## config.mk

```make
export PLATFORM = sky130hd
export DESIGN_NAME = json_token_boundary_scanner
export DESIGN_NICKNAME = d
export VERILOG_FILES = /design/src/rtl/jtbs_pkg.sv /design/src/rtl/jtbs_step.sv /design/src/rtl/json_token_boundary_scanner.sv
export SDC_FILE = /design/constraint.sdc
export NUM_CORES = 1
export LEC_CHECK = 0
export BUFFER_PORTS_ARGS = -buffer_cell sky130_fd_sc_hd__buf_4
export CORE_AREA = 2 2 129 81
export DETAILED_ROUTE_END_ITERATION = 7
export DIE_AREA = 0 0 131 83
export PLACE_DENSITY = 0.64
export RECOVER_POWER = 25
export REMOVE_ABC_BUFFERS = 1
export SYNTH_ARGS = -nofsm -noshare
export SYNTH_HDL_FRONTEND = slang
export SYNTH_SLANG_ARGS = --single-unit
```

## constraint.sdc

```tcl
create_clock -name clk -period 3.4 [get_ports clk]
set_input_delay 0 -clock clk [delete_from_list [all_inputs] [get_ports clk]]
set_output_delay 0 -clock clk [all_outputs]
set_load 0.03 [all_outputs]
```

## src/rtl/jtbs_pkg.sv

```systemverilog
// Package for the JSON token boundary scanner.
// Holds the scan mode and status codes, character constants and the state struct.
// No dependencies.
package jtbs_pkg;

  localparam int MaxDepth = 32;
  localparam int DepthW   = $clog2(MaxDepth + 1);
  localparam int PtrW     = $clog2(MaxDepth);

  localparam logic [7:0] ChBraceOpen   = 8'h7B;
  localparam logic [7:0] ChSquareOpen  = 8'h5B;
  localparam logic [7:0] ChBraceClose  = 8'h7D;
  localparam logic [7:0] ChSquareClose = 8'h5D;
  localparam logic [7:0] ChComma       = 8'h2C;
  localparam logic [7:0] ChQuote       = 8'h22;

  // Stack entry values.
  localparam logic KindBrace  = 1'b0;
  localparam logic KindSquare = 1'b1;

  typedef enum logic [1:0] {
    MODE_IDLE    = 2'd0,
    MODE_STRING  = 2'd1,
    MODE_BRACKET = 2'd2
  } mode_t;

  typedef enum logic [2:0] {
    ST_APPEND       = 3'd0,
    ST_DONE         = 3'd1,
    ST_ENDED_BEFORE = 3'd2,
    ST_UNBALANCED   = 3'd3,
    ST_OVERFLOW     = 3'd4,
    ST_IGNORED      = 3'd5
  } status_t;

  typedef struct packed {
    mode_t             mode;
    logic [DepthW-1:0] depth;
    logic              ever_opened;
  } scan_state_t;

  typedef struct packed {
    logic            en;
    logic [PtrW-1:0] addr;
    logic            kind;
  } push_t;

endpackage

```

## src/rtl/jtbs_step.sv

```systemverilog
// Next-state and status logic for one character of the token scan.
// Reads only the top of the bracket stack. Depends on jtbs_pkg.
module jtbs_step import jtbs_pkg::*; (
  input  logic [7:0]        char_in,
  input  logic              first_of_token,
  input  logic              last_of_input,
  input  scan_state_t       cur,
  input  logic [MaxDepth-1:0] stack,
  output scan_state_t       nxt,
  output status_t           status,
  output push_t             push
);

  logic [DepthW-1:0] base_depth;
  logic              base_ever;
  logic              do_bracket;
  logic              is_open;
  logic              is_close;
  logic              top_kind;
  logic [DepthW-1:0] depth_dec;

  always_comb begin
    base_depth = first_of_token ? '0 : cur.depth;
    base_ever  = first_of_token ? 1'b0 : cur.ever_opened;
    is_open    = (char_in == ChBraceOpen) || (char_in == ChSquareOpen);
    is_close   = (char_in == ChBraceClose) || (char_in == ChSquareClose);
    depth_dec  = base_depth - DepthW'(1);
    top_kind   = stack[depth_dec[PtrW-1:0]];

    nxt.mode        = cur.mode;
    nxt.depth       = base_depth;
    nxt.ever_opened = base_ever;
    status          = ST_APPEND;
    push.en         = 1'b0;
    push.addr       = base_depth[PtrW-1:0];
    push.kind       = (char_in == ChSquareOpen) ? KindSquare : KindBrace;
    do_bracket      = 1'b0;

    if (first_of_token) begin
      if (char_in == ChQuote) begin
        if (last_of_input) begin
          nxt.mode = MODE_IDLE;
          status   = ST_UNBALANCED;
        end else begin
          nxt.mode = MODE_STRING;
        end
      end else begin
        nxt.mode   = MODE_BRACKET;
        do_bracket = 1'b1;
      end
    end else begin
      unique case (cur.mode)
        MODE_STRING: begin
          if (char_in == ChQuote) begin
            nxt.mode = MODE_IDLE;
            status   = ST_DONE;
          end else if (last_of_input) begin
            nxt.mode = MODE_IDLE;
            status   = ST_UNBALANCED;
          end
        end
        MODE_BRACKET: do_bracket = 1'b1;
        default: begin
          nxt.mode = MODE_IDLE;
          status   = ST_IGNORED;
        end
      endcase
    end

    if (do_bracket) begin
      // Errors and early ends win over the end of input.
      if (is_open && (base_depth >= DepthW'(MaxDepth))) begin
        nxt.mode = MODE_IDLE;
        status   = ST_OVERFLOW;
      end else if (is_close && (base_depth == '0)) begin
        nxt.mode = MODE_IDLE;
        status   = base_ever ? ST_UNBALANCED : ST_ENDED_BEFORE;
      end else if (is_close &&
                   (top_kind != ((char_in == ChSquareClose) ? KindSquare : KindBrace))) begin
        nxt.mode = MODE_IDLE;
        status   = ST_UNBALANCED;
      end else if ((char_in == ChComma) && (base_depth == '0)) begin
        nxt.mode = MODE_IDLE;
        status   = ST_ENDED_BEFORE;
      end else begin
        if (is_open) begin
          push.en         = 1'b1;
          nxt.depth       = base_depth + DepthW'(1);
          nxt.ever_opened = 1'b1;
        end else if (is_close) begin
          nxt.depth = depth_dec;
        end
        if (last_of_input) begin
          nxt.mode = MODE_IDLE;
          status   = ST_DONE;
        end
      end
    end
  end

endmodule

```

## src/rtl/json_token_boundary_scanner.sv

```systemverilog
// Top level of the JSON token boundary scanner: input register, scan state,
// bracket stack and result register. Depends on jtbs_pkg and jtbs_step.
//
//   channel | handshake             | payload
//   input   | in_valid / in_ready   | char_in, first_of_token, last_of_input
//   output  | out_valid / out_ready | char_out, status, nesting_depth
//
// One character per cycle while the output is not stalled; the input register feeds
// the step logic into the result register.
// The scan state and the 32-entry bracket stack update as a character moves
// into the result register; the step logic reads only the stack top.
// A stalled output holds the result and the input register, and in_ready drops once the input register is full.
// Synchronous reset clears valids and scan state; stack contents are not cleared.
module json_token_boundary_scanner import jtbs_pkg::*; (
  input  logic              clk,
  input  logic              rst,
  input  logic              in_valid,
  output logic              in_ready,
  input  logic [7:0]        char_in,
  input  logic              first_of_token,
  input  logic              last_of_input,
  output logic              out_valid,
  input  logic              out_ready,
  output logic [7:0]        char_out,
  output logic [2:0]        status,
  output logic [DepthW-1:0] nesting_depth
);

  logic                s1_valid;
  logic [7:0]          s1_char;
  logic                s1_first;
  logic                s1_last;
  logic                advance;
  scan_state_t         state;
  scan_state_t         state_next;
  status_t             step_status;
  push_t               push;
  logic [MaxDepth-1:0] stack;

  assign advance  = s1_valid && (!out_valid || out_ready);
  assign in_ready = !s1_valid || advance;

  jtbs_step u_step (
    .char_in        (s1_char),
    .first_of_token (s1_first),
    .last_of_input  (s1_last),
    .cur            (state),
    .stack          (stack),
    .nxt            (state_next),
    .status         (step_status),
    .push           (push)
  );

  always_ff @(posedge clk) begin
    if (rst) begin
      s1_valid <= 1'b0;
    end else if (in_ready) begin
      s1_valid <= in_valid;
    end
  end

  always_ff @(posedge clk) begin
    if (in_valid && in_ready) begin
      s1_char  <= char_in;
      s1_first <= first_of_token;
      s1_last  <= last_of_input;
    end
  end

  always_ff @(posedge clk) begin
    if (rst) begin
      state.mode        <= MODE_IDLE;
      state.depth       <= '0;
      state.ever_opened <= 1'b0;
    end else if (advance) begin
      state <= state_next;
    end
  end

  always_ff @(posedge clk) begin
    if (advance && push.en) begin
      stack[push.addr] <= push.kind;
    end
  end

  always_ff @(posedge clk) begin
    if (rst) begin
      out_valid <= 1'b0;
    end else if (advance) begin
      out_valid <= 1'b1;
    end else if (out_ready) begin
      out_valid <= 1'b0;
    end
  end

  always_ff @(posedge clk) begin
    if (advance) begin
      char_out      <= s1_char;
      status        <= step_status;
      nesting_depth <= state_next.depth;
    end
  end

endmodule

```

==> results of run 1 <==
[worst paths after layout]
kind,from,endpoint
worst max-delay path,state[2],stack[7]
worst min-delay path,first_of_token,s1_first
worst max register to register,state[2],stack[7]
worst min register to register,state[0],state[0]
[layout by cell type (no fill, tap or decap), types with 6 or more instances in the layout]
cell,n
nor3_1,16
dlygate4sd3_1,14
nor3_2,14
nor2b_1,9
a21o_1,6
nand3_1,11
clkbuf_1,18
o21ai_0,16
a21oi_1,21
nor2_1,41
nand2b_1,9
buf_4,34
edfxtp_1,59
mux2i_1,8
clkbuf_4,10
nand2_1,33
clkbuf_16,9
dfxtp_1,8
[registers in the layout (all words and copies together) (netlist names)]
signal,count
stack,32
state,9
char_out,8
s1_char,8
nesting_depth,6
status,3
out_valid,1
s1_first,1
s1_last,1
s1_valid,1
[what timing repair did]
action,4_1_cts,5_1_grt
buffers inserted,1,1
endpoints found under the setup margin,32,32
gates resized for setup,2,18
hold endpoints to repair,15,0
pin swaps,0,1
hold buffers,14,0
[metal layers]
layer	vias to the layer above	global-route usage, %	part of all wire (%)
li1	1544	-	-
met5	-	0	0
met2	140	25.6	40
met3	14	7.99	8.6
met4	0	4.55	1.1
met1	1569	31.6	50
[layout make-up]
type	instances	area (µm²)	share of cell area [%]
clock buffers	11	253	5.23
clock inverters	5	80.1	1.66
well taps	135	169	3.49
repair buffers	81	621	12.8
flip-flops and latches	70	2000	41.3
inverters	6	22.5	0.466
multi-input cells	269	1700	35.1
[through the flow]
stage / setup WS (ns) / hold slack [ns]
3_3_place_gp: 0.0696 / 0.178
5_1_grt: 0.0382 / 0.398
4_1_cts: 0.0299 / 0.365
3_5_place_dp: -0.0932 / 0.180
6_report: 0.0977 / 0.393
2_1_floorplan: -0.354 / 0.0691
[worst max-delay path: cells and delay by family, from the launching register on]
kind | cells | cell delay [ns]
AOI/OAI and AO/OA | 2 | 0.39
buffers and inverters | 3 | 0.52
DFF | 1 | 0.36
and+or+nand+nor | 4 | 1.41
muxes | 2 | 0.29
[power breakdown]
group,switching (mW),internal [mW]
Sequential,0.0184,0.948
Clock,0.367,0.682
Combinational,0.142,0.102
[logic make-up (layout without fill, tap and decap cells)]
kind of cell | Yosys count | after routing
fa+ha+maj | 2 | 2
compound gates | 88 | 88
xor+xnor | 2 | 2
flops | 70 | 70
simple gates | 166 | 166
buf+inv | 32 | 103
mux | 11 | 11
==> metrics.txt, run 1 <==
GRT Util Overall 20.2%; Port-buffer cells 32; # IOs 33; Final period util between 90 and 100%; Worst Path Required approximately 3.4 ns; Final HPWL DP 7450 µm; first-pass GRT wire length ~16,000 µm; Max Slew Vio Count 0; status complete, no violations; Reg clk slew, reported paths 0.06 ns; Worst Setup Path Type reg -> reg; First DRT Iteration DRCs around 380; num rows 28; CP max FO 24; critical path's largest stage delay a little over 0.5 ns; Pre-Repair DR Iteration Count 5; skew final 0.00616 ns; area leader, netlist edfxtp_1; Crit-path slowest cell or4_1; CTS sink cnt 70; Antenna Cells 0; PwrDens 467 mW/mm²; # DRC 0; crit path cell chain buf_6 > nor4_4 > mux2i_2 > buf_4 > o311a_1 > a32o_1 > or2_2 > mux2i_2 > or4_1 > buf_6 > nor3_1; Worst-Margin Slew 0.712 ns; cell area after layout 0.00484 mm²; DRT antenna net count 0; largest family of logic cells by synthesized area simple AND/OR/NAND/NOR gates; maxcap violations 0; overall power 2.26 mW; total grt overflow 0; most frequent cells after synthesis edfxtp_1, nor2_1, nand2_1; CTS tree built; pin count of the biggest net entering global routing 33; main flop type after synthesis edfxtp_1; Post-Syn Area 0.00377 mm²; cts bufs inserted 9; average size of a mapped cell 10.2 µm²; synth top area cells edfxtp_1, dfxtp_1, nor2_1; Synth-to-Final Area Change 28.3%; Hold Crit Depth 2; TNS Setup 0 ns; Core Footprint between 0.009 and 0.01 mm²; sequential area share after synthesis 52.9%; Yosys top cell area share 47.0%; post-synthesis register bit count 70; Startpoint Class flip-flop; die area approximately 0.011 mm²; FILL cells 875; htree depth 3; synthesized instance count 371; starting density of the core 39.1%; YS warnings 0; LEAKAGE between 1.5 and 2 nW; placed inst area 0.00433 mm²; number of synthesized flops with an enable pin 59; Vias/cell 5.66; Max VDD drop 0.211 mV; compound-gate portion of the synthesized area 16.1%; Placed Instances between 500 and 600; worst skew pair latency 0.34 ns; Worst Setup End Kind flip-flop; Die Y 83 µm; number of global-route vias before repair 3,043; layout cells sized above 1 21.3%; async set-reset flop share out of synthesis 0%; die width 131 µm; clk buf depth 2; post-synth cell types 64; Tmin final 3.30 ns; max frequency 303 MHz; RSZ-0062 raised after global routing false; Post-Synth Adder-Cell Area less than 1%; initial antenna violation count 0; most common cell in the netlist edfxtp_1; R2R depth 11; xor and xnor area share after synthesis less than 1%; min-delay worst type in -> reg; CP arrival 3.33 ns; setup violators final 0; R2R setup slack 0.1 ns; Fin. Hold Viols 0; GPL Wtd Cong 0.915; Finished Core Util 50.2%; area share of and/or/nand/nor cells after synthesis 22.7%; post-synthesis mux area share 3.05%; drt total wl 10,600 µm; DR vias approximately 3,300; Root Driver clkbuf_16; nets@finish 453; relative slew slack 51.9%; Finished Layout Cells between 500 and 600; drt wl/cell approximately 18 µm
No activity file was read; power rests on OpenSTA's default activity.
==> run 2: changes to the inputs <==
REMOVE_ABC_BUFFERS = unset   (was 1)
==> run 2 against run 1 <==
Compared with the run above: non-clock buffer count shrank 7; setup slack improved by 0.050 ns; via count rose by 0.64%; count of clock-buffer cells in the layout did not move; wire length shrank 3.8%; sequential share of layout area grew 2.0 points; final area is 4.6% lower; highest routed layer unchanged.
==> metrics.txt, run 2 (synthesized netlist as in run 1, its figures left out) <==
Max Slew Vio Count 0 (unchanged); pin count of the biggest net entering global routing 33 (unchanged); Crit path top cell by count buf_4; First DRT Iteration DRCs 387 (+2.4%); CTS tree built; Reg clk slew, reported paths 0.06 ns (about the same); Mapped Nets 387; Tmin final 3.25 ns (-0.0496 ns); most frequent cells in the layout edfxtp_1, nor2_1, nand2_1; Crit-path slowest cell or4_1; CTS sink cnt 70 (unchanged); Top Registers stack x32, state x9; Worst Setup Path Type reg -> reg; die area 0.0109 mm² (unchanged); relative slew slack 59.2% (+7.3 points); drt wl/cell 17.8 µm (-2.7%); GR Layer Usage met2 24.4% (-1.3 points); Worst Path Required 3.42 ns (about the same); Core Footprint 0.00963 mm² (unchanged); TNS Setup 0 ns (unchanged); GPL Wtd Cong 0.887 (-3.0%); # IOs 33 (unchanged); number of global-route vias before repair 2,980 (-2.1%); Die Y 83 µm (unchanged); most common cell after layout, fill and taps aside edfxtp_1; htree depth 3 (unchanged); placed inst area 0.00425 mm² (-1.9%); FF/Latch Area 0.00200 mm² (unchanged); status complete, no violations; Port-buffer cells 32 (unchanged); Max VDD drop 0.319 mV (+52%); Placed Instances 539 (-1.1%); clk buf depth 2 (unchanged); LEAKAGE 1.51 nW (-5.0%); crit path cell chain buf_4 > mux2i_1 > a211oi_1 > o21ai_0 > a32o_1 > or2_2 > mux2i_2 > or4_1 > buf_4 > nor3_1; first-pass GRT wire length 16,200 µm (-1.7%); critical path's largest stage delay 0.50 ns (about the same); DRT antenna net count 0 (unchanged); PwrDens 440 mW/mm² (-6.0%); maxcap violations 0 (unchanged); layout cells sized above 1 17.2% (-4.0 points); Vias/cell 5.77 (+1.9%); Startpoint Class flip-flop; min-delay worst type in -> reg; GRT Util Overall 19.6% (-0.63 points); Fin. Hold Viols 0 (unchanged); die width 131 µm (unchanged); initial antenna violation count 0 (unchanged); CP max FO 24 (unchanged); max reg flops 32 (unchanged); total grt overflow 0 (unchanged); R2R setup slack 0.15 ns (+0.05 ns); RSZ-0062 raised after global routing false; Pre-Repair DR Iteration Count 5 (unchanged); CP arrival 3.28 ns (-0.05 ns); Hold Worst Slack 0.394 ns (+0.000952 ns); worst skew pair latency 0.34 ns (about the same); Root Driver clkbuf_16; Antenna Cells 0 (unchanged); skew final 0.00767 ns (+0.00151 ns); nets@finish 446 (-1.5%); num rows 28 (unchanged); Synth-to-Final Area Change 22.5%; starting density of the core 39.1% (unchanged); Final HPWL DP 7270 µm (-2.5%); max frequency 307 MHz (+1.5%); FILL cells 908 (+3.8%); met3 GRT Util 4.96% (-3.0 points); global route hottest layer met1; cell area after layout 0.00462 mm² (-4.6%); overall power 2.03 mW (-10%); GR Layer Usage met1 32.5% (+0.83 points); area of the multi-input gates 0.00164 mm² (-3.2%); cts bufs inserted 9 (unchanged); register with the most flip-flops stack; Final period util 95.7% (-1.5 points); drt total wl 10,200 µm (-3.8%); Finished Layout Cells 570 (-1.2%); DR vias 3,288 (+0.64%); Worst-Margin Slew 0.605 ns (-0.107 ns); Worst Setup End Kind flip-flop; setup violators final 0 (unchanged); # DRC 0 (unchanged)
[run 2: changes by cell type in the layout (fill, tap and decap cells not counted), sizes merged]
cell,change
clkinv,+3
bufinv,-2
buf,-7
inv,-1
[run 2: report_power, final]
part	switching [mW]	internal, mW
registers	0.0197	0.949
logic	0.133	0.0906
clock network	0.348	0.488
[run 2: metal layers]
| metal | part of all wire [%] | wire [µm] |
|---|---|---|
| met1 | 52 | 5270 |
| met3 | 8.6 | 877 |
| met5 | 0 | 0 |
| met4 | 0.99 | 101 |
| met2 | 38 | 3910 |
[run 2: path summary, 6_finish.rpt]
path | startpoint | to | cells after the start
hold reg to reg | state[0] | state[0] | 2
setup reg to reg | state[2] | stack[22] | 10
hold / removal | char_in[0] | s1_char[0] | 2
setup / recovery | state[2] | stack[22] | 10
[run 2: worst max-delay path: cells and delay by family (launching register included)]
kind / cells / cell delay, ns
buf+inv: 2 / 0.48
compound gates: 3 / 0.69
mux: 2 / 0.27
flops: 1 / 0.45
simple gates: 3 / 1.04
[run 2: what timing repair did]
| action | 4_1_cts | 5_1_grt |
|---|---|---|
| endpoints found under the setup margin | 1 | 32 |
| buffers inserted | 0 | 1 |
| hold buffers | 14 | 0 |
| gates resized for setup | 2 | 6 |
| endpoints found under the hold margin | 14 | 0 |
[run 2: final cells by class]
cell class,count,share of cell area (%)
timing repair buffer,74,11.4
inverter,6,0.488
multi-input combinational,269,35.6
tap,135,3.66
clock buffer,11,5.04
sequential,70,43.2
clock inverter,5,0.596
[run 2: metrics by stage]
step | utilization, % | setup WS [ns]
6_report | 47.9 | 0.147
5_1_grt | 47.9 | 0.0183
4_1_cts | 48.3 | 0.0188
3_5_place_dp | 44.1 | 0.00896
3_3_place_gp | 44.1 | -0.00372
2_1_floorplan | - | 0.169
==> run 3: changes to the inputs <==
CORE_AREA = 2 2 116 73   (was 2 2 129 81)
DIE_AREA = 0 0 118 75   (was 0 0 131 83)
PLACE_DENSITY = 0.76   (was 0.64)
==> run 3 against run 2 <==
Compared with the run above: critical path depth did not move; critical endpoint is now stack[1]; largest cell class unchanged; setup slack got worse by 0.11 ns; largest power group is now the clock network; count of clock-buffer cells in the layout unchanged; flip-flop and latch count unchanged; sequential power barely moved; critical path type unchanged; cell count decreased by 3.7%; power grew 9.6%; first-iteration DRC count up 34%; final area grew 2.4%; worst hold slack improved by 0.0033 ns; clock power increased by 21%; via count rose by 2.7%.
==> metrics.txt, run 3 (synthesized netlist as in run 1, its figures left out) <==
pin count of the biggest net entering global routing 33 (unchanged); Antenna Cells 0 (unchanged); overall power 2.22 mW (+9.6%); Worst Setup Slack, final 0.0342 ns (-0.113 ns); Worst Path Required 3.41 ns (about the same); most common cell after layout, fill and taps aside edfxtp_1; num rows 25 (-11%); Worst Setup Path Type reg -> reg; relative slew slack 58.5% (-0.71 points); CP max FO 24 (unchanged); register with the most flip-flops stack; min-delay worst type in -> reg; Vias/cell 6.15 (+6.7%); Port-buffer cells 32 (unchanged); crit path cell chain buf_4 > clkinv_1 > buf_4 > o31a_1 > nand2b_1 > a21o_1 > nand2b_1 > or4_1 > buf_4 > nor3_2; Finished Layout Cells 549 (-3.7%); Max VDD drop 0.367 mV (+15%); die area 0.00885 mm² (-19%); First DRT Iteration DRCs 518 (+34%); nets@finish 452 (+1.3%); CP arrival 3.38 ns (+0.10 ns); Crit-path slowest cell or4_1; Final period util 99.0% (+3.3 points); status complete, no violations; placed inst area 0.00428 mm² (+0.74%); layout cells sized above 1 19.5% (+2.3 points); CTS sink cnt 70 (unchanged); Reg clk slew, reported paths 0.05 ns (about the same); drt wl/cell 18.7 µm (+5.2%); cell area after layout 0.00473 mm² (+2.4%); Synth-to-Final Area Change 25.5%; Mapped Nets 387 (unchanged); LEAKAGE 1.59 nW (+4.8%); initial antenna violation count 0 (unchanged); total setup buffers inserted after CTS 0 (unchanged); drt total wl 10,300 µm (+1.3%); Top Registers stack x32, state x9; die width 118 µm (-9.9%); Worst Setup End Kind flip-flop; first-pass GRT wire length 15,900 µm (-1.8%); Startpoint Class flip-flop; Pre-Repair DR Iteration Count 5 (unchanged); setup violators final 0 (unchanged); clk buf depth 2 (unchanged); # DRC 0 (unchanged); worst skew pair latency 0.34 ns (about the same); DRT antenna net count 0 (unchanged); critical path's largest stage delay 0.54 ns (+0.04 ns); Die Y 75 µm (-9.6%); max frequency 297 MHz (-3.4%); Core Footprint 0.00773 mm² (-20%); Hold Worst Slack 0.398 ns (+0.00333 ns); number of global-route vias before repair 2,958 (-0.74%); cts bufs inserted 9 (unchanged); Crit path top cell by count buf_4; worst slack, placed -0.169 ns (-0.178 ns); max reg flops 32 (unchanged); Max Slew Vio Count 0 (unchanged); GPL Wtd Cong 0.966 (+9.0%); most frequent cells in the layout edfxtp_1, nor2_1, buf_4; starting density of the core 48.8% (+9.7 points); TNS Setup 0 ns (unchanged); # IOs 33 (unchanged); Finished Core Util 61.2% (+13 points); FILL cells 599 (-34%); total grt overflow 0 (unchanged); htree depth 3 (unchanged); Placed Instances 519 (-3.7%); Final HPWL DP 7070 µm (-2.7%); Worst-Margin Slew 0.622 ns (+0.0170 ns); skew final 0.00849 ns (+0.000817 ns); Tmin final 3.37 ns (+0.113 ns); PwrDens 470 mW/mm² (+7.0%); CTS tree built; Root Driver clkbuf_16; GRT Util Overall 24.2% (+4.7 points); maxcap violations 0 (unchanged); DR vias 3,378 (+2.7%); Fin. Hold Viols 0 (unchanged)
## run 3: metal layers
metal | vias to the layer above | routed length (µm) | global-route usage, %
met3 | 27 | 1250 | 10.0
met1 | 1583 | 4600 | 34.5
li1 | 1545 | - | -
met5 | - | 0 | 0
met2 | 223 | 4240 | 33.7
met4 | 0 | 195 | 7.90
## run 3: final timing paths
| kind | slack [ns] | endpoint | cells past startpoint | startpoint |
|---|---|---|---|---|
| hold reg to reg | 0.48 | char_out[0] | 0 | s1_char[0] |
| hold / removal | 0.40 | s1_char[1] | 2 | char_in[1] |
| setup reg to reg | 0.03 | stack[1] | 10 | s1_first |
| setup / recovery | 0.03 | stack[1] | 10 | s1_first |
## run 3: area by class of cell
type	instances	area [µm²]	share of cell area [%]
Sequential cell	70	2000	42.2
Tap cell	108	135	2.86
Inverter	6	22.5	0.476
Timing Repair Buffer	80	588	12.4
Clock inverter	5	81.3	1.72
Multi-Input combinational cell	269	1660	35.2
Clock buffer	11	243	5.13
## run 3: power breakdown
part,total (mW),switching [mW],internal (mW)
logic,0.243,0.142,0.101
clock network,1.01,0.350,0.663
registers,0.968,0.0192,0.949
total,2.22,0.511,1.71
## run 3: worst max-delay path: cells and delay by family, from the launching register on
family / cells / cell delay (ns)
and+or+nand+nor: 4 / 1.22
DFF: 1 / 0.46
AOI/OAI and AO/OA: 2 / 0.53
buffers and inverters: 4 / 0.84
## run 3: what timing repair did
action,CTS,global route
cloned,0,0
hold endpoints to repair,14,0
resized for setup,6,7
setup endpoints to repair,30,32
pin swaps,0,0
hold buffers,14,0
